$ cat config.mk
export PLATFORM = sky130hd
export DESIGN_NAME = c_subset_lexer_unit
export DESIGN_NICKNAME = d
export VERILOG_FILES = /design/src/hdl/csl_pkg.sv /design/src/hdl/csl_front.sv /design/src/hdl/csl_back.sv /design/src/hdl/c_subset_lexer_unit.sv
export SDC_FILE = /design/constraint.sdc
export NUM_CORES = 1
export LEC_CHECK = 0
export ABC_AREA = 0
export BUFFER_PORTS_ARGS = -buffer_cell sky130_fd_sc_hd__clkbuf_2
export CORE_ASPECT_RATIO = 1.4
export CORE_UTILIZATION = 36
export DETAILED_ROUTE_END_ITERATION = 10
export SLEW_MARGIN = 15
export SYNTH_ARGS = -nofsm -noshare
export SYNTH_HDL_FRONTEND = slang
export SYNTH_SLANG_ARGS = --single-unit
$ cat constraint.sdc
create_clock -name clk -period 22.6 [get_ports clk]
set_input_delay 2.26 -clock clk [delete_from_list [all_inputs] [get_ports clk]]
set_output_delay 2.26 -clock clk [all_outputs]
set_load 0.03 [all_outputs]
$ cat src/hdl/csl_pkg.sv
package csl_pkg;

  typedef enum logic [3:0] {
    M_IDLE, M_SLASH, M_LINE, M_BLOCK, M_BSTAR, M_NUM, M_CHR, M_CHRESC,
    M_STR, M_STRESC, M_NAME, M_SYM
  } mode_t;

  // back-end sequencing: take a byte, check keywords, flush a name, return, end
  typedef enum logic [2:0] {
    P_TAKE, P_KEY, P_FLUSH, P_REDO, P_END
  } phase_t;

  localparam logic [2:0] K_END = 3'd0;
  localparam logic [2:0] K_KEY = 3'd1;
  localparam logic [2:0] K_INT = 3'd2;
  localparam logic [2:0] K_IDC = 3'd3;
  localparam logic [2:0] K_SYM = 3'd4;
  localparam logic [2:0] K_STR = 3'd5;
  localparam logic [2:0] K_ERR = 3'd6;

  localparam logic [1:0] E_NONE = 2'd0;
  localparam logic [1:0] E_BAD  = 2'd1;
  localparam logic [1:0] E_OPEN = 2'd2;
  localparam logic [1:0] E_LONG = 2'd3;

  localparam logic [5:0] SYM_SLASH = 6'd8;
  localparam int NKEY = 15;

  typedef struct packed {
    logic [2:0]  kind;
    logic [63:0] value;
    logic [1:0]  error_code;
    logic        last;
  } result_t;

  // request from front to back: one input item
  typedef struct packed {
    logic [7:0] byte_in;
    logic       end_of_input;
  } req_t;

  // symbol reached by appending b to symbol cur, 0 when none
  function automatic logic [5:0] sym_extend(input logic [5:0] cur, input logic [7:0] b);
    logic [5:0] r;
    r = '0;
    unique case (cur)
      6'd0: begin
        unique case (b)
          "+": r = 6'd10; "-": r = 6'd11; ".": r = 6'd4; "~": r = 6'd5;
          "!": r = 6'd6; "*": r = 6'd7; "/": r = 6'd8; "%": r = 6'd9;
          "<": r = 6'd14; ">": r = 6'd16; "=": r = 6'd25; "&": r = 6'd20;
          "^": r = 6'd21; "|": r = 6'd22; ",": r = 6'd36; "(": r = 6'd37;
          ")": r = 6'd38; "{": r = 6'd39; "}": r = 6'd40; "[": r = 6'd41;
          "]": r = 6'd42; "?": r = 6'd43; ":": r = 6'd44; ";": r = 6'd45;
          default: r = '0;
        endcase
      end
      6'd10: r = (b == "+") ? 6'd1 : (b == "=") ? 6'd26 : 6'd0;
      6'd11: r = (b == "-") ? 6'd2 : (b == ">") ? 6'd3 : (b == "=") ? 6'd27 : 6'd0;
      6'd6:  r = (b == "=") ? 6'd19 : 6'd0;
      6'd7:  r = (b == "=") ? 6'd28 : 6'd0;
      6'd8:  r = (b == "=") ? 6'd29 : 6'd0;
      6'd9:  r = (b == "=") ? 6'd30 : 6'd0;
      6'd14: r = (b == "<") ? 6'd12 : (b == "=") ? 6'd15 : 6'd0;
      6'd16: r = (b == ">") ? 6'd13 : (b == "=") ? 6'd17 : 6'd0;
      6'd25: r = (b == "=") ? 6'd18 : 6'd0;
      6'd20: r = (b == "&") ? 6'd23 : (b == "=") ? 6'd33 : 6'd0;
      6'd21: r = (b == "=") ? 6'd34 : 6'd0;
      6'd22: r = (b == "|") ? 6'd24 : (b == "=") ? 6'd35 : 6'd0;
      6'd12: r = (b == "=") ? 6'd31 : 6'd0;
      6'd13: r = (b == "=") ? 6'd32 : 6'd0;
      default: r = '0;
    endcase
    return r;
  endfunction

  function automatic logic [71:0] key_text(input logic [3:0] k);
    logic [71:0] t;
    unique case (k)
      4'd0: t = "int";      4'd1: t = "print";  4'd2: t = "puts";
      4'd3: t = "return";   4'd4: t = "if";     4'd5: t = "break";
      4'd6: t = "continue"; 4'd7: t = "for";    4'd8: t = "while";
      4'd9: t = "void";     4'd10: t = "char";  4'd11: t = "signed";
      4'd12: t = "unsigned"; 4'd13: t = "long"; 4'd14: t = "const";
      default: t = '0;
    endcase
    return t;
  endfunction

  function automatic logic [3:0] key_len(input logic [3:0] k);
    logic [3:0] l;
    unique case (k)
      4'd0, 4'd7: l = 4'd3;
      4'd2, 4'd9, 4'd10, 4'd13: l = 4'd4;
      4'd1, 4'd5, 4'd8, 4'd14: l = 4'd5;
      4'd3, 4'd11: l = 4'd6;
      4'd6, 4'd12: l = 4'd8;
      4'd4: l = 4'd2;
      default: l = 4'd0;
    endcase
    return l;
  endfunction

  function automatic logic is_digit(input logic [7:0] b);
    return b >= "0" && b <= "9";
  endfunction

  function automatic logic is_alpha(input logic [7:0] b);
    return (b >= "A" && b <= "Z") || (b >= "a" && b <= "z") || b == "_";
  endfunction

  function automatic logic [7:0] unescape(input logic [7:0] b);
    return (b == "n") ? 8'd10 : (b == "t") ? 8'd9 : b;
  endfunction

endpackage

$ cat src/hdl/csl_front.sv
module csl_front (
  input  logic            clk,
  input  logic            rst,
  input  logic            s_tvalid,
  output logic            s_tready,
  input  csl_pkg::req_t   s_req,
  output logic            q_valid,
  input  logic            q_ready,
  output csl_pkg::req_t   q_req
);
  import csl_pkg::*;

  // two-entry request queue
  req_t       mem [2];
  logic       wptr, rptr;
  logic [1:0] count;
  logic       push, pop;

  assign s_tready = count != 2'd2;
  assign push     = s_tvalid && s_tready;
  assign q_valid  = count != 2'd0;
  assign pop      = q_valid && q_ready;
  assign q_req    = mem[rptr];

  always_ff @(posedge clk) begin
    if (push) mem[wptr] <= s_req;
    if (rst) begin
      wptr <= 1'b0;
      rptr <= 1'b0;
      count <= '0;
    end else begin
      if (push) wptr <= ~wptr;
      if (pop) rptr <= ~rptr;
      count <= count + 2'(push) - 2'(pop);
    end
  end

  a_cnt: assert property (@(posedge clk) disable iff (rst) count <= 2'd2)
    else $error("queue count overflow");
  a_nopush: assert property (@(posedge clk) disable iff (rst)
    count == 2'd2 |-> !push) else $error("push into full queue");
  a_nopop: assert property (@(posedge clk) disable iff (rst)
    count == 2'd0 |-> !pop) else $error("pop from empty queue");
endmodule

$ cat src/hdl/csl_back.sv
module csl_back #(
  parameter int MAX_NAME = 32
) (
  input  logic              clk,
  input  logic              rst,
  input  logic              q_valid,
  output logic              q_ready,
  input  csl_pkg::req_t     q_req,
  output logic              m_tvalid,
  input  logic              m_tready,
  output csl_pkg::result_t  m_res
);
  import csl_pkg::*;

  localparam int LW = $clog2(MAX_NAME + 1);
  localparam int AW = $clog2(MAX_NAME);

  mode_t       mode, mode_next;
  phase_t      phase, phase_next;
  logic [63:0] acc, acc_next;
  logic [LW-1:0] nlen, nlen_next;
  logic        novf, novf_next;
  logic [5:0]  sym, sym_next;
  logic [3:0]  kidx, kidx_next;
  logic        kmiss, kmiss_next;
  logic [LW-1:0] fidx, fidx_next;
  logic        eoi_pend, eoi_pend_next;

  logic [7:0]  nbuf [MAX_NAME];
  logic        nb_we;
  logic [AW-1:0] nb_wa, nb_ra;
  logic [7:0]  nb_rd;
  logic [71:0] ktext;
  logic        kmatch;

  logic        ovalid, ovalid_next;
  result_t     ores, ores_next;
  logic        emit;
  result_t     eres;
  logic        out_free;
  logic [7:0]  b;
  logic        take;

  assign b = q_req.byte_in;
  assign out_free = !ovalid || m_tready;
  assign m_tvalid = ovalid;
  assign m_res = ores;

  // buffer read data registered so it is ready the next cycle
  always_ff @(posedge clk) begin
    if (nb_we) nbuf[nb_wa] <= b;
    nb_rd <= nbuf[nb_ra];
  end

  always_comb begin
    logic [31:0] t32;
    logic [5:0]  s;
    t32 = '0;
    s = '0;
    mode_next = mode; phase_next = phase; acc_next = acc; nlen_next = nlen;
    novf_next = novf; sym_next = sym; kidx_next = kidx; kmiss_next = kmiss;
    fidx_next = fidx; eoi_pend_next = eoi_pend;
    emit = 1'b0; eres = '0; take = 1'b0; nb_we = 1'b0;
    nb_wa = nlen[AW-1:0]; nb_ra = '0;
    // keyword text moved up so its first character sits in the top byte
    ktext = key_text(kidx) << {4'd9 - key_len(kidx), 3'b000};
    kmatch = 1'b0;

    unique case (phase)
      P_TAKE: begin
        if (q_valid && out_free) begin
          if (q_req.end_of_input) begin
            unique case (mode)
              M_SLASH: begin emit = 1'b1; eres = '{K_SYM, 64'(SYM_SLASH), E_NONE, 1'b1}; end
              M_NUM: begin
                emit = 1'b1;
                eres = '{K_INT, {{32{acc[31]}}, acc[31:0]}, E_NONE, 1'b1};
              end
              M_CHR, M_CHRESC, M_STR, M_STRESC: begin
                emit = 1'b1; eres = '{K_ERR, 64'd0, E_OPEN, 1'b1};
              end
              M_SYM: begin emit = 1'b1; eres = '{K_SYM, 64'(sym), E_NONE, 1'b1}; end
              default: ;
            endcase
            if (mode == M_NAME) begin
              eoi_pend_next = 1'b1;
              kidx_next = '0; kmiss_next = 1'b0;
              nb_ra = '0;
              phase_next = P_KEY;
            end else begin
              phase_next = P_END;
            end
          end else begin
            take = 1'b1;
            unique case (mode)
              M_SLASH: begin
                if (b == "*") mode_next = M_BLOCK;
                else if (b == "/") mode_next = M_LINE;
                else begin mode_next = M_SYM; sym_next = SYM_SLASH; take = 1'b0; end
              end
              M_LINE: if (b == 8'd10) mode_next = M_IDLE;
              M_BLOCK: if (b == "*") mode_next = M_BSTAR;
              M_BSTAR: begin
                if (b == "/") mode_next = M_IDLE;
                else if (b != "*") mode_next = M_BLOCK;
              end
              M_NUM: begin
                if (is_digit(b)) begin
                  t32 = (acc[31:0] << 3) + (acc[31:0] << 1) + 32'(b - "0");
                  acc_next = {32'd0, t32};
                end else begin
                  emit = 1'b1;
                  eres = '{K_INT, {{32{acc[31]}}, acc[31:0]}, E_NONE, 1'b1};
                  mode_next = M_IDLE; acc_next = '0; take = 1'b0;
                end
              end
              M_CHR: begin
                if (b == "'") begin
                  emit = 1'b1; eres = '{K_INT, acc, E_NONE, 1'b1};
                  mode_next = M_IDLE; acc_next = '0;
                end else if (b == "\\") mode_next = M_CHRESC;
                else acc_next = {acc[55:0], b};
              end
              M_CHRESC: begin acc_next = {acc[55:0], unescape(b)}; mode_next = M_CHR; end
              M_STR: begin
                if (b == "\"") begin
                  emit = 1'b1; eres = '{K_STR, 64'd0, E_NONE, 1'b1}; mode_next = M_IDLE;
                end else if (b == "\\") mode_next = M_STRESC;
                else begin emit = 1'b1; eres = '{K_STR, 64'(b), E_NONE, 1'b0}; end
              end
              M_STRESC: begin
                emit = 1'b1; eres = '{K_STR, 64'(unescape(b)), E_NONE, 1'b0};
                mode_next = M_STR;
              end
              M_NAME: begin
                if (is_alpha(b) || is_digit(b)) begin
                  if (nlen < LW'(MAX_NAME)) begin
                    nb_we = 1'b1; nlen_next = nlen + 1'b1;
                  end else novf_next = 1'b1;
                end else begin
                  take = 1'b0; kidx_next = '0; kmiss_next = 1'b0;
                  nb_ra = '0; phase_next = P_KEY;
                end
              end
              M_SYM: begin
                s = sym_extend(sym, b);
                if (s != '0) sym_next = s;
                else begin
                  emit = 1'b1; eres = '{K_SYM, 64'(sym), E_NONE, 1'b1};
                  mode_next = M_IDLE; sym_next = '0; take = 1'b0;
                end
              end
              default: begin
                mode_next = M_IDLE;
                s = sym_extend('0, b);
                if (b == 8'd13 || b == 8'd10 || b == 8'd9 || b == 8'd11 || b == " "
                    || b == 8'd0) ;
                else if (b == "/") mode_next = M_SLASH;
                else if (is_digit(b)) begin mode_next = M_NUM; acc_next = 64'(b - "0"); end
                else if (b == "'") begin mode_next = M_CHR; acc_next = '0; end
                else if (b == "\"") mode_next = M_STR;
                else if (is_alpha(b)) begin
                  mode_next = M_NAME; nb_wa = '0; nb_we = 1'b1;
                  nlen_next = LW'(1); novf_next = 1'b0;
                end else if (s != '0) begin mode_next = M_SYM; sym_next = s; end
                else begin emit = 1'b1; eres = '{K_ERR, 64'(b), E_BAD, 1'b1}; end
              end
            endcase
          end
        end
      end
      // keyword check: one keyword at a time, one character per cycle over the buffer, held while the output is busy
      P_KEY: begin
        if (novf) begin
          if (out_free) begin
            emit = 1'b1; eres = '{K_ERR, 64'd0, E_LONG, 1'b1};
            phase_next = P_REDO;
          end
        end else begin
          if (nb_rd != ktext[8*(4'd8 - fidx[3:0]) +: 8] && fidx < LW'(key_len(kidx)))
            kmiss_next = 1'b1;
          // fidx walks positions; kidx walks keywords
          if (LW'(key_len(kidx)) != nlen) begin
            kidx_next = kidx + 1'b1; kmiss_next = 1'b0; fidx_next = '0; nb_ra = '0;
          end else if (fidx + 1'b1 < nlen) begin
            fidx_next = fidx + 1'b1; nb_ra = AW'(fidx + 1'b1);
          end else begin
            kmatch = !kmiss && !(nb_rd != ktext[8*(4'd8 - fidx[3:0]) +: 8]);
            if (kmatch) begin
              if (out_free) begin
                emit = 1'b1; eres = '{K_KEY, 64'(kidx), E_NONE, 1'b1};
                phase_next = P_REDO;
              end else begin
                kmiss_next = kmiss; fidx_next = fidx; nb_ra = AW'(fidx);
              end
            end else begin
              kidx_next = kidx + 1'b1; kmiss_next = 1'b0; fidx_next = '0; nb_ra = '0;
            end
          end
          if (phase_next == P_KEY && kidx_next == 4'(NKEY)) begin
            phase_next = P_FLUSH; fidx_next = '0; nb_ra = '0;
          end
        end
      end
      P_FLUSH: begin
        nb_ra = AW'(fidx);
        if (out_free) begin
          emit = 1'b1;
          eres = '{K_IDC, 64'(nb_rd), E_NONE, fidx + 1'b1 == nlen};
          fidx_next = fidx + 1'b1;
          nb_ra = AW'(fidx + 1'b1);
          if (fidx + 1'b1 == nlen) phase_next = P_REDO;
        end
      end
      P_REDO: begin
        // name done: return to idle, then either replay byte or finish eoi
        mode_next = M_IDLE; nlen_next = '0; novf_next = 1'b0; fidx_next = '0;
        kidx_next = '0;
        phase_next = eoi_pend ? P_END : P_TAKE;
      end
      P_END: begin
        if (out_free) begin
          emit = 1'b1; eres = '{K_END, 64'd0, E_NONE, 1'b1};
          take = 1'b1;
          mode_next = M_IDLE; acc_next = '0; nlen_next = '0; novf_next = 1'b0;
          sym_next = '0; eoi_pend_next = 1'b0; phase_next = P_TAKE;
        end
      end
      default: phase_next = P_TAKE;
    endcase

    if (kidx == 4'(NKEY)) ktext = '0;
    ovalid_next = emit ? 1'b1 : (m_tready ? 1'b0 : ovalid);
    ores_next = emit ? eres : ores;
  end

  assign q_ready = take;

  always_ff @(posedge clk) begin
    ores <= ores_next;
    if (rst) begin
      mode <= M_IDLE; phase <= P_TAKE; acc <= '0; nlen <= '0; novf <= 1'b0;
      sym <= '0; kidx <= '0; kmiss <= 1'b0; fidx <= '0; eoi_pend <= 1'b0;
      ovalid <= 1'b0;
    end else begin
      mode <= mode_next; phase <= phase_next; acc <= acc_next; nlen <= nlen_next;
      novf <= novf_next; sym <= sym_next; kidx <= kidx_next; kmiss <= kmiss_next;
      fidx <= fidx_next; eoi_pend <= eoi_pend_next; ovalid <= ovalid_next;
    end
  end

  a_hold: assert property (@(posedge clk) disable iff (rst)
    emit |-> out_free) else $error("result overwritten");
  a_len: assert property (@(posedge clk) disable iff (rst)
    nlen <= LW'(MAX_NAME)) else $error("name length out of range");
  a_take: assert property (@(posedge clk) disable iff (rst)
    q_ready |-> q_valid) else $error("take without request");
endmodule

$ cat src/hdl/c_subset_lexer_unit.sv
// a result is registered: valid the cycle after the back end emits it
// throughput: 1 byte per cycle while the output is free; a byte that ends a number,
//   name or symbol is replayed; a name is checked against each keyword, then its
//   characters are flushed if none matches, and the back end returns to idle;
//   end of input flushes the pending token, then an end result
// rst is synchronous, active high; clears mode, queue and output register
module c_subset_lexer_unit #(
  parameter int MAX_NAME = 32
) (
  input  logic        clk,
  input  logic        rst,
  input  logic        s_tvalid,
  output logic        s_tready,
  input  logic [7:0]  s_tdata,  // byte_in
  input  logic        s_tuser,  // end_of_input
  output logic        m_tvalid,
  input  logic        m_tready,
  output logic [71:0] m_tdata,  // kind[2:0], value[66:3], error_code[68:67], zeros
  output logic        m_tlast   // last
);
  import csl_pkg::*;

  req_t    s_req, q_req;
  logic    q_valid, q_ready;
  result_t res;

  assign s_req = '{s_tdata, s_tuser};

  csl_front u_front (
    .clk, .rst, .s_tvalid, .s_tready, .s_req,
    .q_valid, .q_ready, .q_req
  );

  csl_back #(.MAX_NAME(MAX_NAME)) u_back (
    .clk, .rst, .q_valid, .q_ready, .q_req,
    .m_tvalid, .m_tready, .m_res(res)
  );

  assign m_tdata = {3'd0, res.error_code, res.value, res.kind};
  assign m_tlast = res.last;
endmodule
==> flow_summary.yaml, run 1 <==
run_status:
  status: "complete, but fails checks"
  violations: "DRC"
global_route:
  grt_max_degree: 87
  grt_antenna_before_repair: 1
  grt_pass1_wl_mm: 133
  grt_pass1_vias: 22000
  grt_overflow_total: 0
  grt_usage: 0.225
routing:
  final_antenna_net_count: 0
  drt_first_pass_iters: 11
  drt_iter0_markers: 2049
  avgViaCountPerCell: 5.98
  wl_per_cell_um: 23.3
  drt-total-wl_mm: 87.2
  drc_errors: 6
  dr_total_vias: 22400
finish:
  fin_cells: 3744
  final_area_sq_um: 30000
  nets: 2846
  final_util: 0.404
  drive_above_1_share: 0.0973
  final_common_cell: "edfxtp_1"
  syn_to_final_growth_pct: 10.4
  fill_cells: 7324
  n_antenna_cell: 0
  mostFrequentLayoutCells: "edfxtp_1 (344), nand2_1 (333), a21oi_1 (256), nor2_1 (237), dfxtp_1 (145)"
timing:
  setup_tns_ns: 0
  finalHoldViolCount: 0
  final-max-slew-violation-count: 0
  slew_headroom: 0.213
  finalSetupViolations: 0
  fin_ws_ns: 14.68
  grt_setup_unrepaired: "false"
  tightest_slew_ns: 1.17
  fin_crit_sh: 0.351
  min_period_ns: 7.92
  fin_skew_ns: 0.0538
  fmax_ghz: 0.126
logic_synthesis:
  syn_avg_cell_area_sq_um: 9.88
  synth_top_family_by_area: "compound AO/OA/AOI/OAI gates"
  netlist_instances: 2749
  netlist-cell-type-count: 96
  syn_area_sq_um: 27200
  async_flop_share: 0
  synth_xor_area_frac: 0.0155
  synth-compound-area-share: 0.177
  synth_edf_count: 344
  yosys_warnings: 0
  synth_seq_cells: 491
  yosys.area_share.simple: 0.167
  synthMuxAreaShare: 0.0604
  ys_seq_area_frac: 0.489
  synth_fa_ha_area_frac: 0.0490
  synth_ff_type: "edfxtp_1"
critical_path:
  cp_cell_sequence: "buf_4, clkinv_1, ha_1, xor2_1, a41o_1, a32oi_1, a2111oi_0, nand4_1, or4_4, or4_1, mux2i_2, o211a_1, o21a_4, buf_4, mux2i_1, a211oi_1, a22oi_1, nand4_1"
  r2r_end: "u_back.nb_rd[4]$_DFF_P_"
  critPathLaunchType: "flip-flop"
  endpoint_kind: "flip-flop"
  r2r-start: "u_back.fidx[0]$_SDFFE_PP0P_"
  crit_path_max_incr_delay_ns: 0.85
  ff2ff_setup_slack_ns: 14.68
  crit_type: "reg -> reg"
  crit_arrival_ns: 8.42
  cpMaxStageDelayCell: "o21a_4"
  cp_max_fo: 70
  worstRegToRegCells: 18
  crit_required_ns: 23.10
floorplanning:
  die_y_um: 327
  die_w_um: 234
  pin_count: 88
  start_util: 0.366
  core_sq_um: 74300
  dieArea_sq_um: 76600
  num_rows: 118
hold_path:
  hold_class: "reg -> reg"
  hold_end: "u_back.acc[59]$_SDFFE_PP0P_"
  min_path_cells: 2
  min_from: "u_back.acc[59]$_SDFFE_PP0P_"
place:
  dp_hpwl_mm: 61.1
  post_dp_cell_area_sq_um: 28300
  placed_cells: 3653
  portBuffers: 84
  dp_slack_ns: 14.77
  gp_congestion: 0.926
clock_network:
  cts_setup_buffers: 0
  cts.sinks: 491
  clk_latency_ns: 0.64
  cts_resized: 0
  hold_buffers: 0
  clockBufferDepth: 3
  cts_root_buffer: "clkbuf_16"
  cts_tree: "built"
  cts_buffers: 49
  clk_pin_slew_ns: 0.06
  h-tree-depth: 2
power:
  power_density_nw_per_um2: 91.0
  ir_worst_vdd_v: 0.0000759
  p_leak_nw: 11.3
run:
  max_cap_violations: 0
through the flow:
step                power, W  hold WS [ns]
floorplan            0.00165         0.457
global placement     0.00190         0.477
detailed placement   0.00190         0.491
CTS                  0.00274         0.505
global route         0.00284         0.533
finish               0.00273         0.505
state kept, by name, summed over array words and instances, names as in the netlist, 2 cells and up, named ones only:
| signal | cells |
|---|---|
| u_back.nbuf | 256 |
| u_back.m_res | 70 |
| u_back.acc | 64 |
| u_front.mem | 18 |
| u_back.nb_rd | 8 |
| u_back.fidx | 6 |
| u_back.nlen | 6 |
| u_back.sym | 6 |
| u_back.kidx | 4 |
| u_back.mode | 4 |
| u_back.phase | 3 |
| u_front.count | 2 |
power breakdown:
part	switching [W]	internal [W]	total, W
combinational	0.000554	0.000198	0.000752
clock	0.000372	0.000463	0.000834
sequential	0.0000457	0.00110	0.00114
cell type report:
type,count,area (sq um),share of cell area
repair buffers,127,746,0.0249
clock inverters,28,325,0.0109
multi-input cells,2002,12900,0.429
well taps,960,1200,0.0401
clock buffers,63,1310,0.0437
flip-flops and latches,491,13300,0.443
inverters,73,274,0.00914
cell families (layout without fill, tap and decap cells):
kind of cell | Yosys count | after routing
other | 1 | 3
multiplexers | 151 | 151
buffers and inverters | 258 | 291
adder cells (fa/ha/maj) | 89 | 89
XOR/XNOR | 48 | 48
AND/OR/NAND/NOR | 978 | 978
AO/OA/AOI/OAI | 733 | 733
flip-flops | 491 | 491
worst max path at each step:
stage	start	slack, ns	to
final	u_back.fidx[0]$_SDFFE_PP0P_	14.68	u_back.nb_rd[4]$_DFF_P_
after global placement	flip-flop	14.59	u_back.nb_rd[2]$_DFF_P_
after detailed placement	flip-flop	14.77	u_back.nb_rd[2]$_DFF_P_
after global routing	u_back.fidx[0]$_SDFFE_PP0P_	14.22	u_back.nb_rd[2]$_DFF_P_
after CTS	u_back.fidx[0]$_SDFFE_PP0P_	14.79	u_back.nb_rd[2]$_DFF_P_
after floorplan	flip-flop	14.96	u_back.acc[31]$_SDFFE_PP0P_
layer usage:
layer | global-route usage | part of all wire | up-vias
li1 | - | - | 10200
met4 | 0.105 | 0.049 | 0
met3 | 0.0253 | 0.056 | 211
met1 | 0.272 | 0.39 | 11100
met5 | 0 | 0 | -
met2 | 0.396 | 0.51 | 912
synth_stat cells (41+ instances only):
cell	count	area, sq um
nand3_1	82	410
inv_1	69	259
o21ai_0	112	561
nand4_1	42	263
nand2_1	334	1250
ha_1	60	751
a21oi_1	257	1290
and2_1	41	257
nor3_1	86	430
edfxtp_1	344	10300
dfxtp_1	147	2940
mux2i_1	124	1240
nor2_1	238	893
clkbuf_1	124	465
a22oi_1	41	308
critical path: cells and delay by family, from the launching register on:
kind | cells | cell delay [ns]
XOR/XNOR | 1 | 0.73
AO/OA/AOI/OAI | 7 | 2.74
multiplexers | 2 | 0.56
flip-flops | 1 | 0.30
AND/OR/NAND/NOR | 4 | 1.42
buffers and inverters | 3 | 1.55
adder cells (fa/ha/maj) | 1 | 0.41
Note: power is estimated with default switching activity, not from simulation.
==> run 2, diff against run 1 <==
- clock period: 22.6 -> 7.9 ns (I/O delays scaled with it)
==> run 2 against run 1 <==
Net effect: core utilization rose by 0.30 points; critical path type unchanged; via count fell by 0.38%; clock skew rose by 0.0023 ns; die area did not move; sequential power rose to 2.9 times the previous value; wire length fell by 0.58%; clock power rose to 3.0 times the previous value; critical endpoint is now u_back.m_res[52]$_SDFFCE_PN0P_; worst hold slack got worse by 0.14 ns; total power rose to 2.9 times the previous value; register-to-register slack got worse by 14 ns; the flow still finishes with violations (DRC).
==> flow_summary.yaml, run 2 (synthesis results as in run 1) <==
floorplanning:
  num_rows: 118
  pin_count: 88
  dieArea_sq_um: 76600
  start_util: 0.366
  die_y_um: 327
  die_w_um: 234
  core_sq_um: 74300
timing:
  fin_skew_ns: 0.0561
  slew_headroom: 0.252
  fin_crit_sh: 0.903
  min_period_ns: 7.14
  final-max-slew-violation-count: 0
  finalHoldViolCount: 0
  fmax_ghz: 0.140
  setup_tns_ns: 0
  grt_setup_unrepaired: "false"
  finalSetupViolations: 0
  tightest_slew_ns: 1.11
clock_network:
  cts_root_buffer: "clkbuf_16"
  hold_buffers: 0
  cts_tree: "built"
  cts_setup_buffers: 0
  clockBufferDepth: 3
  clk_latency_ns: 0.63
  h-tree-depth: 2
  clk_pin_slew_ns: 0.06
  cts.sinks: 491
  cts_buffers: 49
  cts_resized: 0
finish:
  final_common_cell: "edfxtp_1"
  largest_reg_flops: 256
  final_area_sq_um: 30200
  nets: 2857
  syn_to_final_growth_pct: 11.2
  mostFrequentLayoutCells: "edfxtp_1 (344), nand2_1 (333), a21oi_1 (256), nor2_1 (237), dfxtp_1 (145)"
  final_util: 0.407
  n_antenna_cell: 0
  fin_cells: 3754
  drive_above_1_share: 0.102
  fill_cells: 7126
  top_register: "u_back.nbuf"
global_route:
  grt_antenna_before_repair: 0
  grt_pass1_vias: 22400
  grt_overflow_total: 0
  grt_max_degree: 88
  grt_usage: 0.224
  grt_pass1_wl_mm: 133
power:
  p_sw_w: 0.00277
  power_switching_share: 0.348
  power.total_w: 0.00796
  seqPwrFrac: 0.413
  power_density_nw_per_um2: 264
  p_comb_frac: 0.271
  p_leak_nw: 11.4
  intPower_w: 0.00519
  ir_worst_vdd_v: 0.000225
  p_clk_frac: 0.315
critical_path:
  critPathLaunchType: "flip-flop"
  endpoint_kind: "flip-flop"
  cp_max_fo: 70
  crit_path_max_incr_delay_ns: 0.95
  worstRegToRegCells: 16
  cp_common_cell: "nor2_1"
  r2r_end: "u_back.m_res[52]$_SDFFCE_PN0P_"
  cpMaxStageDelayCell: "nand3_4"
  ff2ff_setup_slack_ns: 0.76
  cp_cell_sequence: "a21oi_1, inv_1, ha_1, inv_1, a21oi_1, nand2_1, o41a_1, a21boi_0, o2111ai_1, nor2_1, nand4_1, nor2_1, nor2_1, nand3b_1, o21ai_0, nand3_4"
  crit_type: "reg -> reg"
  crit_required_ns: 7.91
  crit_path_end: "u_back.m_res[52]$_SDFFCE_PN0P_"
  crit_arrival_ns: 7.15
routing:
  drc_errors: 6
  drt_first_pass_iters: 9
  avgViaCountPerCell: 5.94
  drt_iter0_markers: 2061
  dr_total_vias: 22300
  final_antenna_net_count: 0
  drt-total-wl_mm: 86.7
  wl_per_cell_um: 23.1
place:
  dp_hpwl_mm: 61.5
  gp_congestion: 0.963
  portBuffers: 84
  placed_cells: 3664
  post_dp_cell_area_sq_um: 28500
run_status:
  violations: "DRC"
  status: "complete, but fails checks"
run:
  max_cap_violations: 0
hold_path:
  hold_class: "in -> reg"
run 2: cell types whose count changed in the layout (fill, tap and decap cells not counted), moves of 2 or more:
cell | previous run | this run
inv_6 | 2 | 0
clkbuf_8 | 3 | 6
bufinv_16 | 4 | 7
a2111oi_1 | 3 | 0
buf_4 | 44 | 51
buf_12 | 0 | 4
clkinv_2 | 4 | 2
a2111oi_0 | 14 | 17
clkinv_1 | 9 | 5
run 2: final cells by class:
class | instances | area [sq um] | area share
Clock buffer | 69 | 1380 | 0.0458
Clock inverter | 21 | 355 | 0.0118
Inverter | 73 | 274 | 0.00907
Multi-Input combinational cell | 2002 | 12800 | 0.425
Sequential cell | 491 | 13300 | 0.439
Tap cell | 960 | 1200 | 0.0398
Timing Repair Buffer | 138 | 878 | 0.0291
run 2: metrics by stage:
step,worst slack [ns],hold slack [ns]
2_1_floorplan,0.258,0.457
3_3_place_gp,0.960,0.477
3_5_place_dp,0.837,0.487
4_1_cts,0.828,0.326
5_1_grt,0.342,0.337
6_report,0.763,0.364
run 2: power by group through the flow:
stage / clock (W) / sequential (W) / combinational, W
after floorplan: 0 / 0.00355 / 0.00116
after global placement: 0 / 0.00334 / 0.00212
after detailed placement: 0 / 0.00334 / 0.00215
after CTS: 0.00255 / 0.00329 / 0.00216
after global routing: 0.00264 / 0.00330 / 0.00233
final: 0.00251 / 0.00329 / 0.00216
run 2: how the worst min path moves through the flow:
stage | start | to | slack, ns | cells past startpoint
3_3_place_gp | u_back.acc[63]$_SDFFE_PP0P_ | u_back.acc[63]$_SDFFE_PP0P_ | 0.48 | 2
3_5_place_dp | u_back.acc[56]$_SDFFE_PP0P_ | u_back.acc[56]$_SDFFE_PP0P_ | 0.49 | 2
5_1_grt | s_tdata[1] | u_front.mem[1][2]$_DFFE_PP_ | 0.34 | 1
2_1_floorplan | u_back.acc[56]$_SDFFE_PP0P_ | u_back.acc[56]$_SDFFE_PP0P_ | 0.46 | 2
6_report | s_tdata[0] | u_front.mem[0][1]$_DFFE_PP_ | 0.36 | 1
4_1_cts | s_tdata[0] | u_front.mem[0][1]$_DFFE_PP_ | 0.33 | 1
run 2: layer usage:
metal  track usage  vias up  routed length, um
met2         0.385      907              43400
met4         0.110        0               4380
met5             0        -                  0
li1              -    10200                  -
met1         0.272    10900              33600
met3        0.0332      220               5330
run 2: critical path: cells and delay by family, from the launching register on:
kind | cells | cell delay, ns
buffers and inverters | 2 | 0.90
adders and majority gates | 1 | 0.68
AOI/OAI and AO/OA | 6 | 2.11
DFF | 1 | 0.81
and+or+nand+nor | 7 | 1.96
